<file path="config.mk">
export PLATFORM = sky130hd
export DESIGN_NAME = wfdc_wheel_pd
export DESIGN_NICKNAME = d
export VERILOG_FILES = /design/src/rtl/core/wfdc_pkg.sv /design/src/rtl/core/wfdc_wheel_pd.sv
export SDC_FILE = /design/constraint.sdc
export NUM_CORES = 2
export LEC_CHECK = 0
export BUFFER_PORTS_ARGS = -buffer_cell sky130_fd_sc_hd__buf_2
export CORE_MARGIN = 2
export CORE_UTILIZATION = 60
export DETAILED_ROUTE_END_ITERATION = 12
export GPL_ROUTABILITY_DRIVEN = 0
export PLACE_DENSITY = 0.84
export SYNTH_ARGS = -nofsm -noshare
export SYNTH_HDL_FRONTEND = slang
export SYNTH_SLANG_ARGS = --single-unit
</file>
<file path="constraint.sdc">
create_clock -name vclk -period 14.5
set_clock_uncertainty 0.15 [all_clocks]
set_input_delay 1.45 -clock vclk [all_inputs]
set_output_delay 1.45 -clock vclk [all_outputs]
set_load 0.005 [all_outputs]
</file>
<file path="src/rtl/core/wfdc_pkg.sv">
// ----------------------------------------------------------------------------
// wfdc_pkg
// Types, constants and codes shared by the wall following drive controller.
// ----------------------------------------------------------------------------
package wfdc_pkg;

    // default tuning, overridable on the top level
    localparam int MAX_SPEED_DEF = 255;
    localparam int STOP_BAND_DEF = 10;

    // fixed geometry and drive limits
    localparam int WALL_SET_MM   = 65;
    localparam int WALL_SEEN_MM  = 300;
    localparam int FRONT_STOP_MM = 100;
    localparam int MIN_DRIVE     = 110;

    // field widths
    localparam int CNT_W    = 24;
    localparam int TGT_W    = 23;
    localparam int GAIN_W   = 16;
    localparam int HDG_W    = 13;
    localparam int RNG_W    = 13;
    localparam int ERR_W    = 25;   // target minus count
    localparam int WERR_W   = 15;   // wall error in mm
    localparam int PD_W     = 18;   // clamped wheel PD, scale 2^8
    localparam int YAW_W    = 39;   // yaw correction, scale 2^12
    localparam int NUM_W    = 40;   // wheel speed before the 2^12 divide
    localparam int PWM_W    = 8;
    localparam int CFG_IDX_W = 3;
    localparam int CFG_DAT_W = 23;

    localparam int S_TDATA_W = 120;
    localparam int M_TDATA_W = 24;

    typedef enum logic [1:0] {
        DIR_OFF = 2'd0,
        DIR_FWD = 2'd1,
        DIR_REV = 2'd2
    } t_dir;

    typedef enum logic [1:0] {
        STOP_NONE     = 2'd0,
        STOP_OBSTACLE = 2'd1,
        STOP_DISTANCE = 2'd2
    } t_stop;

    typedef enum logic [CFG_IDX_W-1:0] {
        CFG_TARGET_COUNTS = 3'd0,
        CFG_KP_LEFT       = 3'd1,
        CFG_KD_LEFT       = 3'd2,
        CFG_KP_RIGHT      = 3'd3,
        CFG_KD_RIGHT      = 3'd4,
        CFG_KP_WALL       = 3'd5,
        CFG_KD_WALL       = 3'd6,
        CFG_KP_HEADING    = 3'd7
    } t_cfg_idx;

    typedef struct packed {
        logic [GAIN_W-1:0] kp;
        logic [GAIN_W-1:0] kd;
    } t_pd_gain;

    typedef struct packed {
        logic [GAIN_W-1:0] kp_wall;
        logic [GAIN_W-1:0] kd_wall;
        logic [GAIN_W-1:0] kp_heading;
    } t_yaw_gain;

    typedef struct packed {
        logic signed [ERR_W-1:0] err;
        logic signed [PD_W-1:0]  pd;
    } t_wheel_res;

    typedef struct packed {
        logic                    start_req;
        logic signed [CNT_W-1:0] count_left;
        logic signed [CNT_W-1:0] count_right;
        logic signed [HDG_W-1:0] heading;
        logic signed [HDG_W-1:0] target_heading;
        logic [RNG_W-1:0]        range_left;
        logic [RNG_W-1:0]        range_right;
        logic [RNG_W-1:0]        range_front;
    } t_tick;

    typedef struct packed {
        logic [PWM_W-1:0] pwm_left;
        t_dir             dir_left;
        logic [PWM_W-1:0] pwm_right;
        t_dir             dir_right;
        t_stop            stop_cause;
    } t_result;

endpackage

</file>
<file path="src/rtl/core/wfdc_wheel_pd.sv">
// ----------------------------------------------------------------------------
// wfdc_wheel_pd
// Count error and clamped PD term for one wheel, scale 2^8.
// ----------------------------------------------------------------------------
module wfdc_wheel_pd
    import wfdc_pkg::*;
#(
    parameter int MAX_SPEED = MAX_SPEED_DEF
) (
    input  logic [TGT_W-1:0]        i_target,
    input  logic signed [CNT_W-1:0] i_count,
    input  logic signed [ERR_W-1:0] i_last_err,
    input  t_pd_gain                i_gain,
    output t_wheel_res              o_res
);

    localparam int LIM = MAX_SPEED * 256;
    localparam logic signed [43:0] LIM_HI = 44'(LIM);
    localparam logic signed [43:0] LIM_LO = -44'(LIM);

    logic signed [ERR_W-1:0] err;
    logic signed [ERR_W:0]   err_d;
    logic signed [41:0]      p_term;
    logic signed [42:0]      d_term;
    logic signed [43:0]      pd_sum;

    assign err    = $signed({2'b00, i_target}) - ERR_W'(i_count);
    assign err_d  = (ERR_W+1)'(err) - (ERR_W+1)'(i_last_err);
    assign p_term = $signed({1'b0, i_gain.kp}) * err;
    assign d_term = $signed({1'b0, i_gain.kd}) * err_d;
    assign pd_sum = 44'(p_term) + 44'(d_term);

    always_comb begin
        o_res.err = err;
        if (pd_sum > LIM_HI) begin
            o_res.pd = PD_W'(LIM_HI);
        end else if (pd_sum < LIM_LO) begin
            o_res.pd = PD_W'(LIM_LO);
        end else begin
            o_res.pd = PD_W'(pd_sum);
        end
    end

endmodule

</file>
==> qor.yml <==
worst_pin_slew_ns: 1.11
rsz0062_at_grt: "yes"
setup_viol: 16
grt-ovfl-total: 0
finalInstanceArea_sq_um: 36900
port_buffers: 147
final.fill_count: 3725
die-width_um: 238
vias: 27057
syn_avg_cell_area_sq_um: 8.84
worstPathRequired_ns: 12.90
cp-start-kind: "input pin"
post-route-util: 0.683
rows: 85
dieArea_sq_um: 56700
cts_hold_buf: 0
dp_slack_ns: -0.532
placed_area_sq_um: 35800
synth-seq-area-share: 0
initialDrtViolationCount: 2516
slew_headroom: 0.254
multi_input_area_sq_um: 29400
ys_types: 76
tns_ns: -2.04
ff_latch_area_sq_um: 0
wl_per_cell_um: 20.8
slew_viol_final: 0
cp_common_cell: "fa_1"
fmax_ghz: 0.0682
hold_violations: 0
syn_inst: 3722
synth_warnings: 0
syn_nets: 4932
via_per_inst: 5.77
max_cap_violations: 0
die_h_um: 238
drc_errors: 0
worstPathArrival_ns: 13.05
violations: "negative setup slack"
dp_hpwl_um: 81900
first_pass_iters: 6
grt_pass1_wl_um: 155000
crit_fanout: 5
nFlopsAndLatches: 0
hold_class: "in -> out"
syn_area_sq_um: 32900
slowest_stage: "fa_1"
fin_ws_ns: -0.155
clockBufferCount: 0
outcome: "finished, violations left"
first_global_vias: 29245
syn_to_final_growth_pct: 12.1
core_area_sq_um: 54000
track_usage: 0.351
crit_type: "in -> out"
grt_antenna_before_repair: 5
start_util: 0.609
grt_start_max_net_pins: 29
routed_wl_um: 97300
max_stage_delay_ns: 0.58
end_kind: "output port"
io_pins: 147
finalCriticalPeriod_ns: 14.65
finalNetCount: 5200
drive_above_1_share: 0.146
drtAntennaViolNets: 0
fin_crit_sh: 1.01
per-stage QoR:
stage,cells,hold slack [ns]
after detailed placement,4654,3.32
after global placement,4654,3.31
after floorplan,3722,2.98
after global routing,4686,3.40
final,4687,3.38
after CTS,4671,3.32
path summary, 6_finish.rpt:
| kind | startpoint | end | slack [ns] | cells after the start |
|---|---|---|---|---|
| worst max-delay path | i_count[1] | o_res[8] | -0.15 | 54 |
| worst min-delay path | i_count[23] | o_res[42] | 3.38 | 4 |
routing by layer:
layer,up-vias,routed length (um),global-route usage,part of all wire
li1,11324,-,-,-
met1,13574,35800,0.460,0.37
met2,1760,44200,0.554,0.45
met3,393,12800,0.115,0.13
met4,6,4410,0.121,0.045
met5,-,37,0,0.00038
critical path: cells and delay by family:
| family | cells | cell delay (ns) |
|---|---|---|
| fa+ha+maj | 11 | 4.90 |
| buf+inv | 13 | 1.64 |
| compound gates | 15 | 2.41 |
| xor+xnor | 3 | 0.47 |
| simple gates | 12 | 2.15 |
final cells by class:
class	instances	share of cell area
Multi-Input combinational cell	2553	0.797
Inverter	1030	0.105
Timing Repair Buffer	405	0.0747
Tap cell	696	0.0236
Antenna cell	3	0.000204
synth_stat cells (all sizes together), types with 7 or more instances:
master / number / area [sq um]
a211oi: 15 / 128
a21boi: 9 / 67.6
a21o: 45 / 338
a21oi: 83 / 427
a31oi: 10 / 62.6
and2: 340 / 2130
and3: 15 / 93.8
buf: 16 / 97.6
clkbuf: 125 / 469
fa: 875 / 17500
ha: 231 / 2890
inv: 1030 / 3870
nand2: 515 / 1940
nand2b: 9 / 58.8
nand3: 22 / 120
nand4: 9 / 56.3
nor2: 46 / 173
nor2b: 38 / 238
nor3: 22 / 115
nor4: 11 / 83.8
o21a: 13 / 97.6
o21ai: 57 / 297
o21bai: 11 / 82.6
o31ai: 7 / 52.6
or2: 8 / 50.1
or3: 7 / 43.8
xnor2: 62 / 558
xor2: 32 / 280
logic make-up after synthesis:
kind of cell	share of synthesized area
buffers and inverters	0.135
adder cells (fa/ha/maj)	0.620
AND/OR/NAND/NOR	0.160
AO/OA/AOI/OAI	0.0595
XOR/XNOR	0.0255
cell usage in the layout, fill, tap and decap left out, drive strengths merged, types with 32 or more instances in the layout:
| master | Yosys | layout |
|---|---|---|
| ha | 231 | 231 |
| nor2b | 38 | 38 |
| o21ai | 57 | 57 |
| and2 | 340 | 340 |
| buf | 16 | 404 |
| a21oi | 83 | 83 |
| xnor2 | 62 | 62 |
| nor2 | 46 | 46 |
| a21o | 45 | 45 |
| inv | 1030 | 1030 |
| xor2 | 32 | 32 |
| fa | 875 | 875 |
| nand2 | 515 | 515 |
what timing repair did:
| action | CTS | global route |
|---|---|---|
| buffers inserted | 15 | 13 |
| gates resized for setup | 68 | 115 |
| endpoints found under the hold margin | 0 | 0 |
| pin swaps | 68 | 80 |
| gates cloned | 2 | 1 |
| endpoints found under the setup margin | 17 | 18 |
