`src/rtl/core/wfdc_pkg.sv`:
```
// ----------------------------------------------------------------------------
// wfdc_pkg
// Types, constants and codes shared by the wall following drive controller.
// ----------------------------------------------------------------------------
package wfdc_pkg;

    // default tuning, overridable on the top level
    localparam int MAX_SPEED_DEF = 255;
    localparam int STOP_BAND_DEF = 10;

    // fixed geometry and drive limits
    localparam int WALL_SET_MM   = 65;
    localparam int WALL_SEEN_MM  = 300;
    localparam int FRONT_STOP_MM = 100;
    localparam int MIN_DRIVE     = 110;

    // field widths
    localparam int CNT_W    = 24;
    localparam int TGT_W    = 23;
    localparam int GAIN_W   = 16;
    localparam int HDG_W    = 13;
    localparam int RNG_W    = 13;
    localparam int ERR_W    = 25;   // target minus count
    localparam int WERR_W   = 15;   // wall error in mm
    localparam int PD_W     = 18;   // clamped wheel PD, scale 2^8
    localparam int YAW_W    = 39;   // yaw correction, scale 2^12
    localparam int NUM_W    = 40;   // wheel speed before the 2^12 divide
    localparam int PWM_W    = 8;
    localparam int CFG_IDX_W = 3;
    localparam int CFG_DAT_W = 23;

    localparam int S_TDATA_W = 120;
    localparam int M_TDATA_W = 24;

    typedef enum logic [1:0] {
        DIR_OFF = 2'd0,
        DIR_FWD = 2'd1,
        DIR_REV = 2'd2
    } t_dir;

    typedef enum logic [1:0] {
        STOP_NONE     = 2'd0,
        STOP_OBSTACLE = 2'd1,
        STOP_DISTANCE = 2'd2
    } t_stop;

    typedef enum logic [CFG_IDX_W-1:0] {
        CFG_TARGET_COUNTS = 3'd0,
        CFG_KP_LEFT       = 3'd1,
        CFG_KD_LEFT       = 3'd2,
        CFG_KP_RIGHT      = 3'd3,
        CFG_KD_RIGHT      = 3'd4,
        CFG_KP_WALL       = 3'd5,
        CFG_KD_WALL       = 3'd6,
        CFG_KP_HEADING    = 3'd7
    } t_cfg_idx;

    typedef struct packed {
        logic [GAIN_W-1:0] kp;
        logic [GAIN_W-1:0] kd;
    } t_pd_gain;

    typedef struct packed {
        logic [GAIN_W-1:0] kp_wall;
        logic [GAIN_W-1:0] kd_wall;
        logic [GAIN_W-1:0] kp_heading;
    } t_yaw_gain;

    typedef struct packed {
        logic signed [ERR_W-1:0] err;
        logic signed [PD_W-1:0]  pd;
    } t_wheel_res;

    typedef struct packed {
        logic                    start_req;
        logic signed [CNT_W-1:0] count_left;
        logic signed [CNT_W-1:0] count_right;
        logic signed [HDG_W-1:0] heading;
        logic signed [HDG_W-1:0] target_heading;
        logic [RNG_W-1:0]        range_left;
        logic [RNG_W-1:0]        range_right;
        logic [RNG_W-1:0]        range_front;
    } t_tick;

    typedef struct packed {
        logic [PWM_W-1:0] pwm_left;
        t_dir             dir_left;
        logic [PWM_W-1:0] pwm_right;
        t_dir             dir_right;
        t_stop            stop_cause;
    } t_result;

endpackage

```
`src/rtl/core/wfdc_yaw.sv`:
```
// ----------------------------------------------------------------------------
// wfdc_yaw
// Wall error from the side ranges and the yaw correction, scale 2^12.
// ----------------------------------------------------------------------------
module wfdc_yaw
    import wfdc_pkg::*;
(
    input  logic signed [HDG_W-1:0]  i_heading,
    input  logic signed [HDG_W-1:0]  i_target_heading,
    input  logic [RNG_W-1:0]         i_range_left,
    input  logic [RNG_W-1:0]         i_range_right,
    input  logic signed [WERR_W-1:0] i_last_we,
    input  t_yaw_gain                i_gain,
    output logic signed [WERR_W-1:0] o_we,
    output logic signed [YAW_W-1:0]  o_yaw
);

    localparam logic [RNG_W-1:0]  SEEN = RNG_W'(WALL_SEEN_MM);
    localparam logic signed [WERR_W-1:0] SETP = WERR_W'(WALL_SET_MM);

    logic                     wall_l;
    logic                     wall_r;
    logic signed [WERR_W-1:0] rl_s;
    logic signed [WERR_W-1:0] rr_s;
    logic signed [WERR_W-1:0] we;
    logic signed [WERR_W:0]   we_d;
    logic signed [HDG_W:0]    hd_diff;
    logic signed [30:0]       p_head;
    logic signed [31:0]       p_wall;
    logic signed [32:0]       d_wall;
    logic signed [33:0]       wall_sum;

    assign wall_l = (i_range_left != '0) && (i_range_left < SEEN);
    assign wall_r = (i_range_right != '0) && (i_range_right < SEEN);
    assign rl_s   = $signed({2'b00, i_range_left});
    assign rr_s   = $signed({2'b00, i_range_right});

    always_comb begin
        if (wall_l && wall_r) begin
            we = rl_s - rr_s;
        end else if (wall_l) begin
            we = rl_s - SETP;
        end else if (wall_r) begin
            we = rr_s - SETP;
        end else begin
            we = '0;
        end
    end

    assign we_d     = (WERR_W+1)'(we) - (WERR_W+1)'(i_last_we);
    assign hd_diff  = (HDG_W+1)'(i_heading) - (HDG_W+1)'(i_target_heading);
    assign p_head   = $signed({1'b0, i_gain.kp_heading}) * hd_diff;
    assign p_wall   = $signed({1'b0, i_gain.kp_wall}) * we;
    assign d_wall   = $signed({1'b0, i_gain.kd_wall}) * we_d;
    assign wall_sum = 34'(p_wall) + 34'(d_wall);

    assign o_we  = we;
    assign o_yaw = YAW_W'(p_head) + (YAW_W'(wall_sum) <<< 4);

endmodule

```
`config.mk`:
```
export PLATFORM = sky130hd
export DESIGN_NAME = wfdc_yaw
export DESIGN_NICKNAME = d
export VERILOG_FILES = /design/src/rtl/core/wfdc_pkg.sv /design/src/rtl/core/wfdc_yaw.sv
export SDC_FILE = /design/constraint.sdc
export NUM_CORES = 2
export LEC_CHECK = 0
export ABC_AREA = 1
export BUFFER_PORTS_ARGS = -buffer_cell sky130_fd_sc_hd__buf_2
export CAP_MARGIN = 30
export CORE_ASPECT_RATIO = 1.25
export CORE_MARGIN = 2
export CORE_UTILIZATION = 30
export DETAILED_ROUTE_END_ITERATION = 12
export SYNTH_ARGS = -nofsm -noshare
export SYNTH_HDL_FRONTEND = slang
export SYNTH_SLANG_ARGS = --single-unit
```
`constraint.sdc`:
```
create_clock -name vclk -period 22.1
set_clock_uncertainty 0.1 [all_clocks]
set_input_delay 3.315 -clock vclk [all_inputs]
set_output_delay 3.315 -clock vclk [all_outputs]
set_load 0.01 [all_outputs]
```
==> impl_metrics.csv <==
group,metric,value,unit
run_status,status,"finished, final reports clean",
timing,slew_headroom,0.383,
detailed_routing,viasPerCell,4.90,
detailed_routing,drt_iter0_drc,1607,
clock_network,cts_hold_buf,0,
yosys,synthSimpleGateAreaFrac,0.223,
placed_design,place_area,32500,um2
floorplanning,fp.coreArea,100000,um2
layout,drive_above_1_share,0.0555,
global_routing,antenna_found_initial,13,
timing,period_share,0.942,
yosys,syn-cell-area,30400,um2
setup_path,crit_end,"o_yaw[21]",
setup_path,critPathSlowestCell,"nand3b_1",
yosys,syn_avg_cell_area,7.52,um2
clock_network,cts_setup_buffers,0,
setup_path,crit_path_max_incr_delay,0.60,ns
placed_design,portBuffers,169,
yosys,synth_top_family_by_area,"adder cells",
yosys,yosys_warnings,0,
clock_network,cts_resized,0,
timing,slew_violations,0,
layout,area_delta_synth_final,6.96,%
layout,n_clock_buffer,0,
setup_path,crit_required,18.69,ns
timing,tns,0,ns
yosys,synth_nets,5179,
setup_path,cp-startpoint,"i_range_left[0]",
floorplanning,die_h,360,um
timing,tightestPinTransition,0.925,ns
yosys,synthCells,4038,
detailed_routing,drt_pass1_iterations,5,
yosys,synth_xor_area_frac,0.0153,
layout,design_area,32500,um2
yosys,muxShareOfSynthArea,0,
global_routing,grt_pass1_wl,162,mm
layout,regArea,0,um2
layout,seq_cells,0,
detailed_routing,wirelength,105,mm
setup_path,crit_path_max_fanout,14,
timing,finalCriticalPeriod,20.82,ns
detailed_routing,drtAntennaViolNets,0,
setup_path,critPathKind,"in -> out",
floorplanning,fp.dieW,289,um
global_routing,grt_start_max_net_pins,44,
yosys,synth-adder-area-share,0.579,
placed_design,dp_hpwl,93.5,mm
global_routing,grt_pass1_vias,28700,
flow_run,drv_cap,0,
setup_path,crit_path_start_kind,"input port",
global_routing,grt_usage,0.203,
timing,rsz0062_at_grt,"no",
yosys,synth_compound_gate_area_share,0.0332,
detailed_routing,vias,26700,
detailed_routing,drc,0,
detailed_routing,wl_per_cell,19.2,um
layout,fillers,10900,
timing,setup_viol,0,
setup_path,critPathArrivalTime,17.41,ns
min_path,hold_class,"in -> out",
timing,hold_violations,0,
floorplanning,initial_utilization,0.303,
yosys,synth_cell_types,43,
yosys,ys_seq_area_frac,0,
global_routing,grt_overflow,0,
timing,fmax,0.0480,GHz
floorplanning,io_pins,169,
setup_path,critPathCaptureType,"output pin",
layout,num-nets-final,5252,
placed_design,place.gp.congestion,0.974,
floorplanning,die_area,104000,um2
floorplanning,floorplan.rows,130,
## placed cells by master, fill, tap and decap left out, types with 11 or more instances in the layout
master    Yosys  final
nor3_1       17     17
o21bai_1     11     11
nand2_1     729    729
nor2_1      412    412
nand3_1     337    337
buf_2        30    169
xor2_1       41     41
nand4_1      47     47
a21oi_1     104    104
inv_1      1062   1062
ha_1        392    392
xnor2_1      12     12
buf_4         4     13
fa_1        634    634
o21ai_0      48     48
## cell type report
| cell class | count | area, um2 | share of cell area |
|---|---|---|---|
| Antenna cell | 8 | 20.0 | 0.000616 |
| Inverter | 1073 | 4030 | 0.124 |
| Multi-Input combinational cell | 2854 | 25800 | 0.796 |
| Tap cell | 1320 | 1650 | 0.0508 |
| Timing Repair Buffer | 182 | 943 | 0.0290 |
## synth_stat cells, types with 2 or more instances
| library cell | instances | share of area |
|---|---|---|
| nand2_4 | 2 | 0.00074 |
| nand2_2 | 7 | 0.0014 |
| a21boi_0 | 2 | 0.00049 |
| clkbuf_1 | 72 | 0.0089 |
| buf_6 | 2 | 0.00074 |
| nand2_1 | 729 | 0.090 |
| nor2_1 | 412 | 0.051 |
| o211ai_1 | 2 | 0.00049 |
| xor2_1 | 41 | 0.012 |
| nor3_1 | 17 | 0.0028 |
| ha_1 | 392 | 0.16 |
| buf_2 | 30 | 0.0049 |
| o21ai_0 | 48 | 0.0079 |
| fa_1 | 634 | 0.42 |
| or2_2 | 10 | 0.0021 |
| clkinv_1 | 6 | 0.00074 |
| inv_2 | 5 | 0.00062 |
| nor3b_1 | 2 | 0.00049 |
| nand3_2 | 4 | 0.0013 |
| a21o_1 | 6 | 0.0015 |
| inv_1 | 1062 | 0.13 |
| xnor2_1 | 12 | 0.0035 |
| buf_4 | 4 | 0.00099 |
| o21a_1 | 4 | 0.00099 |
| buf_1 | 2 | 0.00025 |
| nand3b_1 | 10 | 0.0025 |
| nand3_1 | 337 | 0.056 |
| nor2_4 | 10 | 0.0037 |
| o21bai_1 | 11 | 0.0027 |
| nand4_1 | 47 | 0.0097 |
| a21oi_1 | 104 | 0.017 |
## stage by stage
stage | hold slack (ns) | setup slack (ns) | util | std cells
finish | 6.95 | 1.28 | 0.324 | 5437
global route | 7.03 | 0.400 | 0.323 | 5429
CTS | 6.95 | 1.21 | 0.323 | 5429
detailed placement | 6.94 | 1.23 | 0.323 | 5429
global placement | 6.94 | 1.35 | 0.323 | 5426
floorplan | 6.73 | 3.75 | - | 4038
## critical path, delay by kind of cell
kind            cells  cell delay [ns]
xor+xnor            2             0.57
compound gates      3             0.71
buf+inv            14             1.03
fa+ha+maj          18             7.67
simple gates       20             4.07
## worst min-delay path by stage
stage | startpoint | end | slack (ns) | cells past startpoint
6_report | i_gain[0] | o_yaw[1] | 6.95 | 5
3_5_place_dp | i_gain[0] | o_yaw[1] | 6.94 | 5
5_1_grt | i_gain[0] | o_yaw[1] | 7.03 | 5
2_1_floorplan | i_target_heading[0] | o_yaw[0] | 6.73 | 2
4_1_cts | i_gain[0] | o_yaw[1] | 6.95 | 5
3_3_place_gp | i_gain[0] | o_yaw[1] | 6.94 | 5
## cells by family after synthesis
group | Yosys count
adders and majority gates | 1026
xor gates and xnor gates | 53
and+or+nand+nor | 1592
buffers and inverters | 1184
AOI/OAI and AO/OA | 183
## routing by layer
layer / routed length, um / vias up / GRT usage
met5: 40 / - / 0
met4: 5720 / 6 / 0.0883
met3: 6810 / 264 / 0.0195
met2: 53800 / 1080 / 0.379
met1: 38300 / 13100 / 0.232
li1: - / 12200 / -
Power is left out: the tool's default activity adds up to more than one toggle a clock period on the data nets, which glitch-free logic cannot reach.
