[config.mk]
export PLATFORM = sky130hd
export DESIGN_NAME = wfdc_drive
export DESIGN_NICKNAME = d
export VERILOG_FILES = /design/src/rtl/core/wfdc_pkg.sv /design/src/rtl/core/wfdc_drive.sv
export SDC_FILE = /design/constraint.sdc
export NUM_CORES = 1
export LEC_CHECK = 0
export ABC_AREA = 1
export BUFFER_PORTS_ARGS = -buffer_cell sky130_fd_sc_hd__buf_2
export CAP_MARGIN = 10
export CORE_MARGIN = 1
export CORE_UTILIZATION = 40
export DETAILED_ROUTE_END_ITERATION = 6
export PLACE_DENSITY_LB_ADDON = 0.12
export SLEW_MARGIN = 20
export SYNTH_ARGS = -nofsm -noshare
export SYNTH_HDL_FRONTEND = slang
export SYNTH_SLANG_ARGS = --single-unit
[constraint.sdc]
create_clock -name vclk -period 5.6
set_clock_uncertainty 0.05 [all_clocks]
set_input_delay 0.84 -clock vclk [all_inputs]
set_output_delay 0.84 -clock vclk [all_outputs]
set_load 0.01 [all_outputs]
[src/rtl/core/wfdc_pkg.sv]
// ----------------------------------------------------------------------------
// wfdc_pkg
// Types, constants and codes shared by the wall following drive controller.
// ----------------------------------------------------------------------------
package wfdc_pkg;

    // default tuning, overridable on the top level
    localparam int MAX_SPEED_DEF = 255;
    localparam int STOP_BAND_DEF = 10;

    // fixed geometry and drive limits
    localparam int WALL_SET_MM   = 65;
    localparam int WALL_SEEN_MM  = 300;
    localparam int FRONT_STOP_MM = 100;
    localparam int MIN_DRIVE     = 110;

    // field widths
    localparam int CNT_W    = 24;
    localparam int TGT_W    = 23;
    localparam int GAIN_W   = 16;
    localparam int HDG_W    = 13;
    localparam int RNG_W    = 13;
    localparam int ERR_W    = 25;   // target minus count
    localparam int WERR_W   = 15;   // wall error in mm
    localparam int PD_W     = 18;   // clamped wheel PD, scale 2^8
    localparam int YAW_W    = 39;   // yaw correction, scale 2^12
    localparam int NUM_W    = 40;   // wheel speed before the 2^12 divide
    localparam int PWM_W    = 8;
    localparam int CFG_IDX_W = 3;
    localparam int CFG_DAT_W = 23;

    localparam int S_TDATA_W = 120;
    localparam int M_TDATA_W = 24;

    typedef enum logic [1:0] {
        DIR_OFF = 2'd0,
        DIR_FWD = 2'd1,
        DIR_REV = 2'd2
    } t_dir;

    typedef enum logic [1:0] {
        STOP_NONE     = 2'd0,
        STOP_OBSTACLE = 2'd1,
        STOP_DISTANCE = 2'd2
    } t_stop;

    typedef enum logic [CFG_IDX_W-1:0] {
        CFG_TARGET_COUNTS = 3'd0,
        CFG_KP_LEFT       = 3'd1,
        CFG_KD_LEFT       = 3'd2,
        CFG_KP_RIGHT      = 3'd3,
        CFG_KD_RIGHT      = 3'd4,
        CFG_KP_WALL       = 3'd5,
        CFG_KD_WALL       = 3'd6,
        CFG_KP_HEADING    = 3'd7
    } t_cfg_idx;

    typedef struct packed {
        logic [GAIN_W-1:0] kp;
        logic [GAIN_W-1:0] kd;
    } t_pd_gain;

    typedef struct packed {
        logic [GAIN_W-1:0] kp_wall;
        logic [GAIN_W-1:0] kd_wall;
        logic [GAIN_W-1:0] kp_heading;
    } t_yaw_gain;

    typedef struct packed {
        logic signed [ERR_W-1:0] err;
        logic signed [PD_W-1:0]  pd;
    } t_wheel_res;

    typedef struct packed {
        logic                    start_req;
        logic signed [CNT_W-1:0] count_left;
        logic signed [CNT_W-1:0] count_right;
        logic signed [HDG_W-1:0] heading;
        logic signed [HDG_W-1:0] target_heading;
        logic [RNG_W-1:0]        range_left;
        logic [RNG_W-1:0]        range_right;
        logic [RNG_W-1:0]        range_front;
    } t_tick;

    typedef struct packed {
        logic [PWM_W-1:0] pwm_left;
        t_dir             dir_left;
        logic [PWM_W-1:0] pwm_right;
        t_dir             dir_right;
        t_stop            stop_cause;
    } t_result;

endpackage

[src/rtl/core/wfdc_drive.sv]
// ----------------------------------------------------------------------------
// wfdc_drive
// Scale one wheel speed down by 2^12, apply the minimum and maximum duty
// and split it into duty magnitude and direction.
// ----------------------------------------------------------------------------
module wfdc_drive
    import wfdc_pkg::*;
#(
    parameter int MAX_SPEED = MAX_SPEED_DEF
) (
    input  logic signed [NUM_W-1:0] i_num,
    output logic [PWM_W-1:0]        o_pwm,
    output t_dir                    o_dir
);

    localparam int Q_W = NUM_W - 12;
    localparam logic [Q_W-1:0] MIN_MAG = Q_W'(MIN_DRIVE);
    localparam logic [Q_W-1:0] MAX_MAG = Q_W'(MAX_SPEED);

    logic signed [NUM_W-1:0] adj;
    logic signed [Q_W-1:0]   quo;
    logic [Q_W-1:0]          mag;
    logic [Q_W-1:0]          mag_lim;

    // bias negative values so the shift truncates toward zero
    assign adj = i_num + (i_num[NUM_W-1] ? NUM_W'(4095) : '0);
    assign quo = adj[NUM_W-1:12];
    assign mag = quo[Q_W-1] ? Q_W'(-quo) : Q_W'(quo);

    always_comb begin
        mag_lim = mag;
        if ((mag != '0) && (mag < MIN_MAG)) begin
            mag_lim = MIN_MAG;
        end
        if (mag_lim > MAX_MAG) begin
            mag_lim = MAX_MAG;
        end
        if (quo == '0) begin
            o_dir = DIR_OFF;
        end else if (quo[Q_W-1]) begin
            o_dir = DIR_REV;
        end else begin
            o_dir = DIR_FWD;
        end
    end

    assign o_pwm = mag_lim[PWM_W-1:0];

endmodule

==> results by group, run 1 <==
Placed design
  – Gp weighted congestion: slightly above 1
  – Port Buffers: 50
  – Inst Count DP: 844
  – DP Wirelength: 9220 um

Clock network
  – Post-cts resize count: 0
  – Post-CTS setup repair buffer count: 0
  – CTS hold repair buffers: 0

Worst hold path
  – Tightest Hold Check Type: in2out

STA
  – Min Tclk post-route: between 4000 and 5000 ps
  – Worst slew pin tran: between 700 and 800 ps
  – RSZ-0062 raised after global routing: no
  – Achievable Freq: around 0.2 GHz
  – Period utilisation layout: 89.2%
  – Max-slew violation count: 0
  – # setup viols final: 0
  – Final hold violations: 0
  – Total negative slack: 0 ps
  – Slew margin rel.: around 50%

Global routing
  – First-pass GRT wire length: approximately 17000 um
  – GRT Residual Overflow: 0
  – Pin count of the biggest net entering global routing: 41
  – Total track usage: between 20% and 30%
  – Number of antenna violations at the first check in global routing: 0
  – Vias in the first global route: 3799

Layout
  – Layout cells sized above 1: approximately 17%
  – Clock tree buffer count of the final layout: 0
  – Area Growth Syn to Fin: 11.0%
  – Reg area: 0 um2
  – Layout net count: between 700 and 800
  – Non-Filler Instances: around 840
  – Antenna cell count: 0
  – Seq_cells: 0

Die
  – Die ar.: just over 8000 um2
  – Ports: 50
  – Cell Rows: 31
  – Core Area: 7410 um2
  – Die width: slightly above 90 um
  – Die H: ~91 um
  – Initial core utilization: 42.5%

Worst setup path
  – Startpoint class of the critical path: primary input
  – WP data required: ~4700 ps
  – Critical Path AT: a little over 4000 ps
  – Setup Crit Path Kind: in2out
  – Critical Path Sink Type: output pin
  – Worst-path fanout max: 40

Flow run
  – Max Cap Viol: 0

Logic synthesis
  – Ranking of synthesized cells by area: nand2_1 (37%), nand3_1 (14%), inv_1 (12%), nor2_1 (7.8%), nand2_2 (5.4%)
  – Yosys cell types: 27
  – Area leader, netlist: nand2_1
  – Yosys warns: 0
  – Mapped Cells: 699
  – Most frequent cell after synthesis: nand2_1
  – Net count after synthesis: between 700 and 800
  – Top cell type's share of synthesized area: roughly 37%
  – Synth cell count leaders: nand2_1 (308), inv_1 (101), nand3_1 (87)
  – Synthesized area: ~3100 um2
  – Syn avg cell area: between 4 and 5 um2
  – Sequential cell area fraction in the yosys report: 0%

Detailed routing
  – Post-route DRC: 0
  – TritonRoute pass-1 iters: 6
  – DR vias/cell: around 5
  – Routed wire length: between 10000 and 15000 um
  – Via Count: between 4000 and 5000
  – Post-route ant nets: 0
  – DR iter-0 viols: 223
  – WL per Instance: between 10 and 15 um

Power
  – IR drop worst, VDD: approximately 36 uV
  – Leakage power: approximately 2.1 nW
  – PD cells: 64.2 nW/um2
  – Tot Pwr: between 0.2 and 0.25 mW

Outcome
  – Status: finished clean
==> final cells by class <==
cell class,count,area [um2]
Timing Repair Buffer,50,250
Inverter,125,469
Multi-Input combinational cell,570,2650
Tap cell,99,124
Fill cell,881,3920
==> final timing paths <==
kind	start	end	slack, ps	depth (start not counted)
worst min-delay path	i_num[19]	o_pwm[7]	2270	6
worst max-delay path	i_num[39]	o_pwm[0]	610	24
==> worst max-delay path, stage by stage <==
cell and delay [ps]:
buf_2 200, ha_1 360, nand2_1 100, nor2_1 160
nand2_1 120, nor2_2 130, nand3_1 110, nand2_1 100
nand2_1 60, nand2_2 540, inv_1 290, nand2_1 120
nand2_1 100, nand2_1 90, a21oi_1 50, nand3_1 70
nand2_1 50, nor2_1 90, nand2_1 70, nor2_2 140
nand2_1 90, nand2_1 60, nand2_1 40, buf_2 130
==> cell families (layout without fill, tap and decap cells) <==
logic type | after synthesis | in the layout | share of synthesized area (%)
fa+ha+maj | 12 | 12 | 4.77
xor+xnor | 2 | 2 | 0.557
simple gates | 546 | 546 | 77.0
buf+inv | 129 | 175 | 15.8
compound gates | 10 | 10 | 1.91
==> metrics by stage <==
step	utilization, %	hold slack [ps]	setup WS [ps]	cell area (um2)
2_1_floorplan	-	1900	1590	3150
3_3_place_gp	47.2	2270	568	3490
3_5_place_dp	47.2	2260	608	3490
4_1_cts	47.2	2260	603	3490
5_1_grt	47.2	2310	142	3490
6_report	47.2	2270	607	3490
==> layer usage <==
layer | global-route usage, % | vias up | routed length (um)
li1 | - | 2234 | -
met1 | 34.1 | 1845 | 4730
met2 | 44.8 | 125 | 4680
met3 | 0.337 | 21 | 524
met4 | 7.66 | 0 | 336
met5 | 0 | - | 0
==> layout by cell type, fill, tap and decap left out, types with 3 or more instances in the layout <==
master	n
inv_2	21
a21oi_1	4
clkinv_1	3
and2_1	3
nand3_1	87
ha_1	12
nor2_4	4
nand3_2	3
nand4_1	12
nand2_2	27
nand2_1	308
nor2_2	17
buf_2	50
nor3_1	7
inv_1	101
nor2_1	65
nand3b_1	7
==> power breakdown <==
group	internal [mW]	total [mW]	switching, mW
registers	0	0	0
clock network	0	0	0
logic	0.0718	0.224	0.153
(Power assumes the default switching activity.)
==> run 2, diff against run 1 <==
Settings changed: CORE_ASPECT_RATIO set to 0.7.
Clock period 5.6 ns to 4.9 ns, I/O delays scaled along.
==> run 2 against run 1 <==
Sequential share of layout area stayed put. Total power increased by 30%. Flip-flop and latch count unchanged. Cell count increased by 0.24%. First-iteration DRC count up 100%. Global-route usage grew 3.9 points. Setup slack worse by 340 ps. Count of clock-buffer cells in the layout unchanged. Via count is 3.7% higher. Core utilization is 2.5 points higher. Worst hold slack got worse by 260 ps. Critical endpoint is now o_pwm[5]. Largest cell class unchanged.
==> results by group, run 2 (synthesis results as in run 1) <==
Outcome
  – Status: finished clean

Layout
  – Commonest non-fill, non-tap cells in the layout: nand2_1 (301), inv_1 (101), nand3_1 (82)
  – Layout net count: 802 (+0.38%)
  – Clock tree buffer count of the final layout: 0 (unchanged)
  – Antenna cell count: 0 (unchanged)
  – Reg area: 0 um2 (unchanged)
  – Non-Filler Instances: 846 (+0.24%)
  – Seq_cells: 0 (unchanged)
  – Layout cells sized above 1: 21.4% (+4.2 points)
  – Commonest non-fill, non-tap cell in the layout: nand2_1
  – Post-route cell area: 3700 um2 (+5.9%)
  – Area Growth Syn to Fin: 17.6%

Die
  – Initial core utilization: 42.2% (-0.24 points)
  – Core Area: 7450 um2 (+0.56%)
  – Ports: 50 (unchanged)
  – Die H: 76.2 um (-16%)
  – Die ar.: 8230 um2 (about the same)
  – Die width: 108 um (+19%)
  – Cell Rows: 26 (-16%)

Global routing
  – First-pass GRT wire length: 19400 um (+12%)
  – Number of antenna violations at the first check in global routing: 0 (unchanged)
  – Total track usage: 29.5% (+3.9 points)
  – GRT Residual Overflow: 0 (unchanged)
  – Pin count of the biggest net entering global routing: 33 (-20%)
  – Vias in the first global route: 3918 (+3.1%)

Power
  – IR drop worst, VDD: 38.3 uV (+6.1%)
  – PD cells: 78.5 nW/um2 (+22%)
  – Leakage power: 2.13 nW (+1.3%)

STA
  – # setup viols final: 0 (unchanged)
  – Period utilisation layout: approximately 95%
  – Min Tclk post-route: 4640 ps
  – Achievable Freq: between 0.2 and 0.25 GHz
  – Post-route worst setup slack: 264 ps (-343 ps)
  – Slew margin rel.: 70.3% (+20 points)
  – Max-slew violation count: 0 (unchanged)
  – Worst slew pin tran: 444 ps (-306 ps)
  – Final hold violations: 0 (unchanged)

Worst setup path
  – WP data required: 4120 ps (-590 ps)
  – Critical Path AT: 3850 ps (-250 ps)
  – Setup Crit Path Kind: in2out
  – Startpoint class of the critical path: primary input
  – Critical Path Sink Type: output pin
  – Worst-path fanout max: 15 (-63%)

Detailed routing
  – DR vias/cell: 5.18 (+3.5%)
  – Post-route ant nets: 0 (unchanged)
  – Via Count: 4383 (+3.7%)
  – Post-route DRC: 0 (unchanged)
  – Routed wire length: 12000 um (+16%)
  – WL per Instance: 14.1 um (+16%)
  – TritonRoute pass-1 iters: 5 (-1)
  – DR iter-0 viols: 447 (+100%)

Placed design
  – Dpl cell area: 3520 um2 (+0.75%)
  – Port Buffers: 50 (unchanged)
  – DP Wirelength: 10300 um (+12%)
  – DP Worst Slack: 126 ps (-482 ps)
  – Inst Count DP: 845 (+0.12%)
  – Gp weighted congestion: 1.01 (unchanged)

Clock network
  – CTS hold repair buffers: 0 (unchanged)

Flow run
  – Max Cap Viol: 0 (unchanged)

Worst hold path
  – Tightest Hold Check Type: in2out
[run 2: cell count changes in the layout (fill, tap and decap cells not counted), sizes merged]
cell	change
buf	+3
[run 2: cell type report]
type               count  area [um2]
fillers              864        3750
multi-input cells    570        2810
inverters            125         469
repair buffers        53         295
well taps             98         123
[run 2: worst paths after layout]
kind	startpoint	to	slack [ps]	cells after the start
worst max-delay path	i_num[39]	o_pwm[5]	260	25
worst min-delay path	i_num[38]	o_dir[0]	2010	6
[run 2: worst max-delay path, cell delays in order]
cell      delay, ps
buf_8           140
ha_4            290
nand2_1         120
nor2_2          210
nand2_1          90
clkinv_1         50
nand2_1          90
nand2_1         120
inv_1            90
nand2_2         130
ha_2            210
nand3_2         130
nor2_4          170
nand3_2         150
nand2_4         130
nand2_1          50
nand2_1          50
nand2_1          60
nor2_2          150
nand3_2         110
clkinv_1         50
nand2_1          70
nor2_4          190
nand3_1          90
buf_2           150
[run 2: what timing repair did]
| item | in CTS | in global routing |
|---|---|---|
| gates resized for setup | 0 | 38 |
| buffers inserted | 0 | 1 |
| endpoints found under the setup margin | 0 | 8 |
[run 2: metrics by stage]
step	hold slack [ps]	util [%]	total power [mW]	TNS (ps)
after CTS	2010	47.2	0.264	0
after global placement	2010	47.2	0.262	0
after detailed placement	2010	47.2	0.262	0
after global routing	2040	49.7	0.325	-9.66
after floorplan	1690	-	0.182	0
final	2010	49.7	0.291	0
[run 2: power breakdown]
part	internal (mW)	leakage [nW]	switching, mW
logic	0.0940	2.13	0.197
registers	0	0	0
clock network	0	0	0
total	0.0940	2.13	0.197
[run 2: metal layers]
| layer | track usage (%) | wire [um] | vias to the layer above |
|---|---|---|---|
| met1 | 46.5 | 6050 | 1922 |
| met3 | 7.44 | 1440 | 2 |
| met2 | 41.0 | 4440 | 217 |
| met4 | 0.822 | 25 | 0 |
| li1 | - | - | 2242 |
| met5 | 0 | 0 | - |
